## config.mk

```make
export PLATFORM = sky130hd
export DESIGN_NAME = mfs_cell
export DESIGN_NICKNAME = d
export VERILOG_FILES = /design/src/hw/rtl/mfs_pkg.sv /design/src/hw/rtl/mfs_cell.sv
export SDC_FILE = /design/constraint.sdc
export NUM_CORES = 1
export LEC_CHECK = 0
export ABC_CLOCK_PERIOD_IN_PS = 6900
export BUFFER_PORTS_ARGS = -buffer_cell sky130_fd_sc_hd__buf_2
export CORE_UTILIZATION = 45
export CTS_CLUSTER_SIZE = 16
export DETAILED_ROUTE_END_ITERATION = 10
export GPL_ROUTABILITY_DRIVEN = 1
export MAX_ROUTING_LAYER = met4
export PLACE_DENSITY = 0.81
export SYNTH_ARGS = -nofsm -noshare
export SYNTH_HDL_FRONTEND = slang
export SYNTH_SLANG_ARGS = --single-unit
```

## constraint.sdc

```tcl
create_clock -name clk -period 6.9 [get_ports clk]
set_input_delay 1.035 -clock clk [delete_from_list [all_inputs] [get_ports clk]]
set_output_delay 1.035 -clock clk [all_outputs]
set_load 0.01 [all_outputs]
```

## src/hw/rtl/mfs_pkg.sv

```systemverilog
package mfs_pkg;

  localparam int unsigned DATA_BITS = 32;

  typedef enum logic {
    CMD_PUSH = 1'b0,
    CMD_POP  = 1'b1
  } command_t;

  typedef enum logic [1:0] {
    STAT_PUSH_DONE = 2'd0,
    STAT_POP_DONE  = 2'd1,
    STAT_POP_EMPTY = 2'd2,
    STAT_PUSH_FULL = 2'd3
  } status_t;

  typedef enum logic [1:0] {
    S_IDLE,
    S_SCAN,
    S_INSERT
  } fsm_state_t;

  typedef enum logic [2:0] {
    CELL_HOLD,
    CELL_CLEAR,
    CELL_SCAN,
    CELL_POP,
    CELL_PUSH
  } cell_op_t;

  typedef struct packed {
    cell_op_t op;
  } cell_ctrl_t;

  typedef struct packed {
    command_t                     command;
    logic signed [DATA_BITS-1:0]  value;
  } request_t;

  typedef struct packed {
    logic signed [DATA_BITS-1:0]  popped_value;
    status_t                      status;
  } result_t;

endpackage

```

## src/hw/rtl/mfs_cell.sv

```systemverilog
module mfs_cell #(
  parameter int unsigned VALUE_BITS = 32,
  parameter int unsigned LEVEL_BITS = 7
) (
  input  logic                    clk,
  input  mfs_pkg::cell_ctrl_t     ctrl,
  input  logic                    valid,
  input  logic [VALUE_BITS-1:0]   key,
  input  logic [LEVEL_BITS-1:0]   ins_level,
  input  logic                    prev_gt,
  input  logic [VALUE_BITS-1:0]   prev_data,
  input  logic [LEVEL_BITS-1:0]   prev_level,
  input  logic [VALUE_BITS-1:0]   next_data,
  input  logic [LEVEL_BITS-1:0]   next_level,
  input  logic [LEVEL_BITS-1:0]   next_wave,
  output logic [VALUE_BITS-1:0]   data,
  output logic [LEVEL_BITS-1:0]   level,
  output logic [LEVEL_BITS-1:0]   wave,
  output logic                    gt
);

  logic [LEVEL_BITS-1:0] cand;

  // matching copies of one value hold levels 1..k, so the largest matching level is the count
  assign cand = (valid && (data == key)) ? level : '0;
  assign gt   = valid && (level > ins_level);

  always_ff @(posedge clk) begin
    unique case (ctrl.op)
      mfs_pkg::CELL_HOLD: begin
      end
      mfs_pkg::CELL_CLEAR: begin
        wave <= '0;
      end
      mfs_pkg::CELL_SCAN: begin
        wave <= (next_wave > cand) ? next_wave : cand;
      end
      mfs_pkg::CELL_POP: begin
        data  <= next_data;
        level <= next_level;
      end
      mfs_pkg::CELL_PUSH: begin
        // chain is ordered by level, then newest first
        if (!gt) begin
          if (prev_gt) begin
            data  <= key;
            level <= ins_level;
          end else begin
            data  <= prev_data;
            level <= prev_level;
          end
        end
      end
      default: begin
      end
    endcase
  end

endmodule

```

==> results of run 1 <==
==> flip-flops by register name, indices dropped and copies added (netlist names) <==
register	cells
data	32
level	7
wave	7
==> through the flow <==
stage	hold WS, ns	utilization	cell area (um^2)	power (mW)
after floorplan	0.684	-	3140	0.434
after global placement	0.703	0.608	4110	0.507
after detailed placement	0.695	0.608	4110	0.513
after CTS	0.723	0.620	4190	0.674
after global routing	0.760	0.620	4190	0.700
final	0.717	0.620	4190	0.671
==> cells by family after synthesis <==
kind of cell	synth area share
simple gates	0.146
compound gates	0.107
flops	0.440
mux	0.124
xor+xnor	0.0921
buf+inv	0.0347
fa+ha+maj	0.0558
==> critical path, delay by kind of cell <==
| family | cells | cell delay, ns |
|---|---|---|
| xor gates and xnor gates | 1 | 0.20 |
| AOI/OAI and AO/OA | 4 | 0.78 |
| and+or+nand+nor | 5 | 1.97 |
| adders and majority gates | 1 | 0.33 |
| buffers and inverters | 1 | 0.11 |
==> worst max path at each step <==
stage                      start  slack [ns]                     to
finish                   key[20]        2.62  wave[0]$_SDFFCE_PN0P_
CTS                      key[31]        2.69  wave[0]$_SDFFCE_PN0P_
detailed placement       key[31]        2.42  wave[0]$_SDFFCE_PN0P_
floorplan           ins_level[1]        1.71      data[0]$_DFFE_PP_
global placement         key[31]        2.59  wave[4]$_SDFFCE_PN0P_
global route             key[17]        2.34  wave[2]$_SDFFCE_PN0P_
==> Yosys cell counts <==
master     n  area share
edfxtp_1  46        0.44
a21oi_1   44       0.070
nor2_1    40       0.048
mux2i_1   39        0.12
xnor2_1   21       0.059
inv_1     15       0.018
ha_1      14       0.056
xor2_1    12       0.033
nand3_1   10       0.016
clkbuf_1   9       0.011
nand2_1    9       0.011
nand4_1    7       0.014
o21ai_2    6       0.017
o21ai_0    4      0.0064
buf_2      3      0.0048
and2_1     2      0.0040
nand3b_1   2      0.0048
nor2b_1    2      0.0040
nor3_1     2      0.0032
nor3b_1    2      0.0048
nor4_4     2       0.014
a31oi_1    1      0.0020
buf_1      1      0.0012
nand4_2    1      0.0040
nor3b_4    1      0.0060
nor4_1     1      0.0020
nor4_2     1      0.0040
o211ai_1   1      0.0024
o21a_1     1      0.0024
o21ai_1    1      0.0016
o21bai_1   1      0.0024
o22a_1     1      0.0028
or4b_1     1      0.0032
or4b_4     1      0.0044
==> layout make-up <==
cell class                      count  area, um^2
Multi-Input combinational cell    230        1670
Sequential cell                    46        1380
Tap cell                           80         100
Fill cell                         604        2570
Clock inverter                      2        8.76
Clock buffer                        6        72.6
Timing Repair Buffer              179         903
Inverter                           15        56.3
==> metal layers <==
metal	GRT usage	vias up	wire (um)
met5	-	-	0
met4	0.0879	0	224
met3	0.0452	23	511
met2	0.409	128	4540
met1	0.288	1314	3740
li1	-	1445	-
==> where the power goes <==
part / internal [mW] / switching (mW)
clock network: 0.0700 / 0.0932
logic: 0.0778 / 0.0897
registers: 0.330 / 0.0107
==> results.toml, run 1 <==
[run_status]
status = "complete, no violations"

[cts]
clk_path_buf_depth = 2
cts_inserted_buffers = 5
cts_sinks = 46
clk_latency_ns = 0.30
htreeDepth = 2
post_cts_resized = 0
cts_tree = "yes"
hold_buffers = 0
clock-root-buffer = "clkbuf_8"
clkTransAtPathRegs_ns = 0.09
post_cts_buffers = 0

[setup_path]
timing.critical_path.from_type = "input pin"
critical-path-max-stage-delay_ns = 0.68
path_cells = "buf_2 -> xnor2_1 -> nand4_1 -> nor4_1 -> nor3b_1 -> nand2_1 -> ha_1 -> a21oi_1 -> o21ai_0 -> o22a_1 -> or4b_4 -> o21ai_2"
worstPathArrival_ns = 4.43
r2r-start = "data[20]$_DFFE_PP_"
slowest_stage = "nor3b_1"
cp-end-kind = "flop"
cp_max_fo = 7
reg2reg_depth = 11
critPathKind = "input pin to flop"
critPathRequiredTime_ns = 7.05
rr_endpoint = "wave[0]$_SDFFCE_PN0P_"
r2r_slack_ns = 3.05

[floorplan]
die_x_um = 85.5
core_area_um2 = 6760
die_y_um = 85.5
rows = 30
io-pin-count = 177
start_util = 0.465
die_area_um2 = 7310

[drt]
antenna_left = 0
vias_per_cell = 5.22
routed_wl_um = 9010
wl_per_cell_um = 16.2
drt_iter0_drc = 132
dr.pass1.iters = 5
num_vias = 2910
drc = 0

[yosys]
seq_area_frac_synth = 0.440
syn_area_um2 = 3140
synth_nets = 448
syn_area_per_cell_um2 = 10.3
syn_inst = 304
synth_seq_cells = 46
synthDistinctLibCells = 34
synth-warning-count = 0

[placed_design]
portBuffers = 176
dp.cells = 550
dpl_worst_slack_ns = 2.42
hpwl_um = 6960
gp_congestion = 0.803

[sta]
worstMarginPinSlew_ns = 0.776
fmax_mhz = 233
drv_slew = 0
fin_skew_ns = 0.0101
min_period_ns = 4.28
setup-tns-final_ns = 0
layout_setup_ws_ns = 2.62
setup_viol = 0
slew_headroom = 0.482
grt_setup_unrepaired = "no"
hold_viol_final = 0
finalCritPeriodShare = 0.621

[global_route]
grt_usage = 0.242
grt_overflow = 0
grt_max_degree = 80
grt_pass1_wl_um = 13300
grt_pass1_vias = 2841
antenna_found_initial = 0

[pwr]
leakagePower_nw = 1.90
power_density_nw_per_um2 = 160
peakVddDrop_v = 0.000107

[hold_path]
holdPathStages = 2
hold_end = "wave[1]$_SDFFCE_PN0P_"
hp-class = "flop to flop"
min_from = "level[1]$_DFFE_PP_"

[finish]
num_antenna_cells = 0
final_cell_mix = "buf_2 (176), edfxtp_1 (46), a21oi_1 (44)"
final_common_cell = "buf_2"
drive_above_1_share = 0.416
nets = 621
syn_to_final_growth_pct = 33.4
fin_cells = 558

[run]
maxCapViolations = 0
No activity file was read; power rests on OpenSTA's default activity.
==> run 2, diff against run 1 <==
--- a/config.mk
+++ b/config.mk
@@ -5,14 +5,14 @@
 export SDC_FILE = /design/constraint.sdc
 export NUM_CORES = 1
 export LEC_CHECK = 0
-export ABC_CLOCK_PERIOD_IN_PS = 6900
+export ABC_CLOCK_PERIOD_IN_PS = 3700
 export BUFFER_PORTS_ARGS = -buffer_cell sky130_fd_sc_hd__buf_2
-export CORE_UTILIZATION = 45
+export CORE_UTILIZATION = 41
 export CTS_CLUSTER_SIZE = 16
 export DETAILED_ROUTE_END_ITERATION = 10
 export GPL_ROUTABILITY_DRIVEN = 1
 export MAX_ROUTING_LAYER = met4
-export PLACE_DENSITY = 0.81
+export PLACE_DENSITY = 0.78
 export SYNTH_ARGS = -nofsm -noshare
 export SYNTH_HDL_FRONTEND = slang
 export SYNTH_SLANG_ARGS = --single-unit
==> constraint.sdc (replaced) <==
create_clock -name clk -period 3.7 [get_ports clk]
set_input_delay 0.555 -clock clk [delete_from_list [all_inputs] [get_ports clk]]
set_output_delay 0.555 -clock clk [all_outputs]
set_load 0.01 [all_outputs]
==> run 2 against run 1 <==
  * Combinational power rose by 86%
  * Global-route usage down 2.7 points
  * Critical path depth unchanged
  * Clock skew about the same
  * Critical path type is now flop to flop
  * Largest cell class unchanged
  * Highest routed layer unchanged
==> results.toml, run 2 (same netlist as run 1, synthesis figures left out) <==
[run_status]
status = "complete, no violations"

[setup_path]
cp-end-kind = "flop"
r2r-start = "data[4]$_DFFE_PP_"
critPathKind = "flop to flop"
critPathRequiredTime_ns = 3.85
critical_path.endpoint = "wave[5]$_SDFFCE_PN0P_"
reg2reg_depth = 12
path_cells = "xnor2_1 -> nand4_1 -> nor4_1 -> nor3b_1 -> buf_4 -> nand2_1 -> ha_1 -> a21oi_1 -> o21ai_0 -> o22a_1 -> or4b_4 -> o21ai_2"
rr_endpoint = "wave[5]$_SDFFCE_PN0P_"
cp_max_fo = 7
worstPathArrival_ns = 3.53
slowest_stage = "or4b_4"
r2r_slack_ns = 0.32
crit_start = "data[4]$_DFFE_PP_"
timing.critical_path.from_type = "flop"
critical-path-max-stage-delay_ns = 0.59

[drt]
vias_per_cell = 5.01
antenna_left = 0
drt_iter0_drc = 92
num_vias = 2903
wl_per_cell_um = 15.0
dr.pass1.iters = 4
routed_wl_um = 8710
drc = 0

[finish]
num_antenna_cells = 0
nets = 623
final_cell_mix = "buf_2 (176), edfxtp_1 (46), a21oi_1 (44)"
final_common_cell = "buf_2"
fin_util = 0.580
drive_above_1_share = 0.421
largest_register = "data"
largest_reg_flops = 32
top_regs = "data (32), level (7), wave (7)"
syn_to_final_growth_pct = 35.6

[cts]
htreeDepth = 2
cts_tree = "yes"
clkTransAtPathRegs_ns = 0.09
clk_path_buf_depth = 2
hold_buffers = 0
cts_inserted_buffers = 5
clock-root-buffer = "clkbuf_8"
post_cts_buffers = 0
clk_latency_ns = 0.30
cts_sinks = 46
post_cts_resized = 0

[global_route]
antenna_found_initial = 0
grt_overflow = 0
grt_pass1_vias = 2747
grt_usage = 0.215
grt_max_degree = 79
grt_pass1_wl_um = 12600

[sta]
slew_headroom = 0.234
fmax_mhz = 296
setup-tns-final_ns = 0
fin_skew_ns = 0.0102
layout_setup_ws_ns = 0.319
finalCritPeriodShare = 0.914
setup_viol = 0
grt_setup_unrepaired = "no"
drv_slew = 0
hold_viol_final = 0
min_period_ns = 3.38
worstMarginPinSlew_ns = 1.15

[placed_design]
dpl_worst_slack_ns = 0.0968
portBuffers = 176
hpwl_um = 6980
gp_congestion = 0.851

[pwr]
power_density_nw_per_um2 = 311
p_sw_mw = 0.359
leakagePower_nw = 1.92
pwr-share-comb = 0.234
swShare = 0.271
peakVddDrop_v = 0.000183
clockPowerShare = 0.286
internal_power_mw = 0.964
p_seq_frac = 0.480

[run]
maxCapViolations = 0

[floorplan]
die_x_um = 89.5
io-pin-count = 177
rows = 31
die_area_um2 = 8010
start_util = 0.428
die_y_um = 89.5
core_area_um2 = 7330

[hold_path]
hp-class = "input pin to flop"
-- run 2: cell count changes in the layout (fill, tap and decap cells not counted) --
cell	delta
buf_4	+2
bufinv_16	+1
clkinv_2	-1
clkinv_1	-1
clkinvlp_4	+1
-- run 2: worst max-delay path, delay by kind of cell (launching register included) --
| family | cells | cell delay (ns) |
|---|---|---|
| and+or+nand+nor | 5 | 1.40 |
| AOI/OAI and AO/OA | 4 | 0.73 |
| DFF | 1 | 0.43 |
| adders and majority gates | 1 | 0.32 |
| xor gates and xnor gates | 1 | 0.18 |
| buffers and inverters | 1 | 0.17 |
-- run 2: worst min path at each step --
stage	slack [ns]	from	to	depth (start not counted)
final	0.58	next_data[8]	data[8]$_DFFE_PP_	3
after global routing	0.59	next_level[2]	level[2]$_DFFE_PP_	3
after CTS	0.57	next_data[8]	data[8]$_DFFE_PP_	3
after detailed placement	0.67	level[4]$_DFFE_PP_	wave[4]$_SDFFCE_PN0P_	2
after global placement	0.66	level[0]$_DFFE_PP_	wave[0]$_SDFFCE_PN0P_	2
after floorplan	0.68	level[0]$_DFFE_PP_	wave[0]$_SDFFCE_PN0P_	2
-- run 2: routing by layer --
metal / GRT usage / vias to the layer above / part of all wire
met5: - / - / 0
met4: 0.0534 / 0 / 0.0057
met3: 0.0323 / 6 / 0.048
met2: 0.383 / 92 / 0.54
met1: 0.255 / 1351 / 0.41
li1: - / 1454 / -
-- run 2: layout make-up --
| type | instances | area, um^2 |
|---|---|---|
| Tap cell | 99 | 124 |
| Sequential cell | 46 | 1380 |
| Fill cell | 636 | 3080 |
| Timing Repair Buffer | 181 | 918 |
| Multi-Input combinational cell | 230 | 1670 |
| Clock buffer | 6 | 72.6 |
| Inverter | 15 | 56.3 |
| Clock inverter | 2 | 37.5 |
-- run 2: stage by stage --
step	hold WS [ns]	area (um^2)	std cells	power, mW
2_1_floorplan	0.684	3140	304	0.809
3_5_place_dp	0.668	4150	571	0.958
6_report	0.579	4260	579	1.32
4_1_cts	0.573	4260	579	1.33
5_1_grt	0.590	4260	579	1.38
3_3_place_gp	0.661	4150	571	0.948
-- run 2: power groups by stage --
stage                     clock network (mW)  registers, mW  logic [mW]
final                                  0.378          0.635       0.310
after global routing                   0.403          0.638       0.342
after CTS                              0.384          0.635       0.312
after detailed placement                   0          0.647       0.311
after global placement                     0          0.646       0.302
after floorplan                            0          0.660       0.149
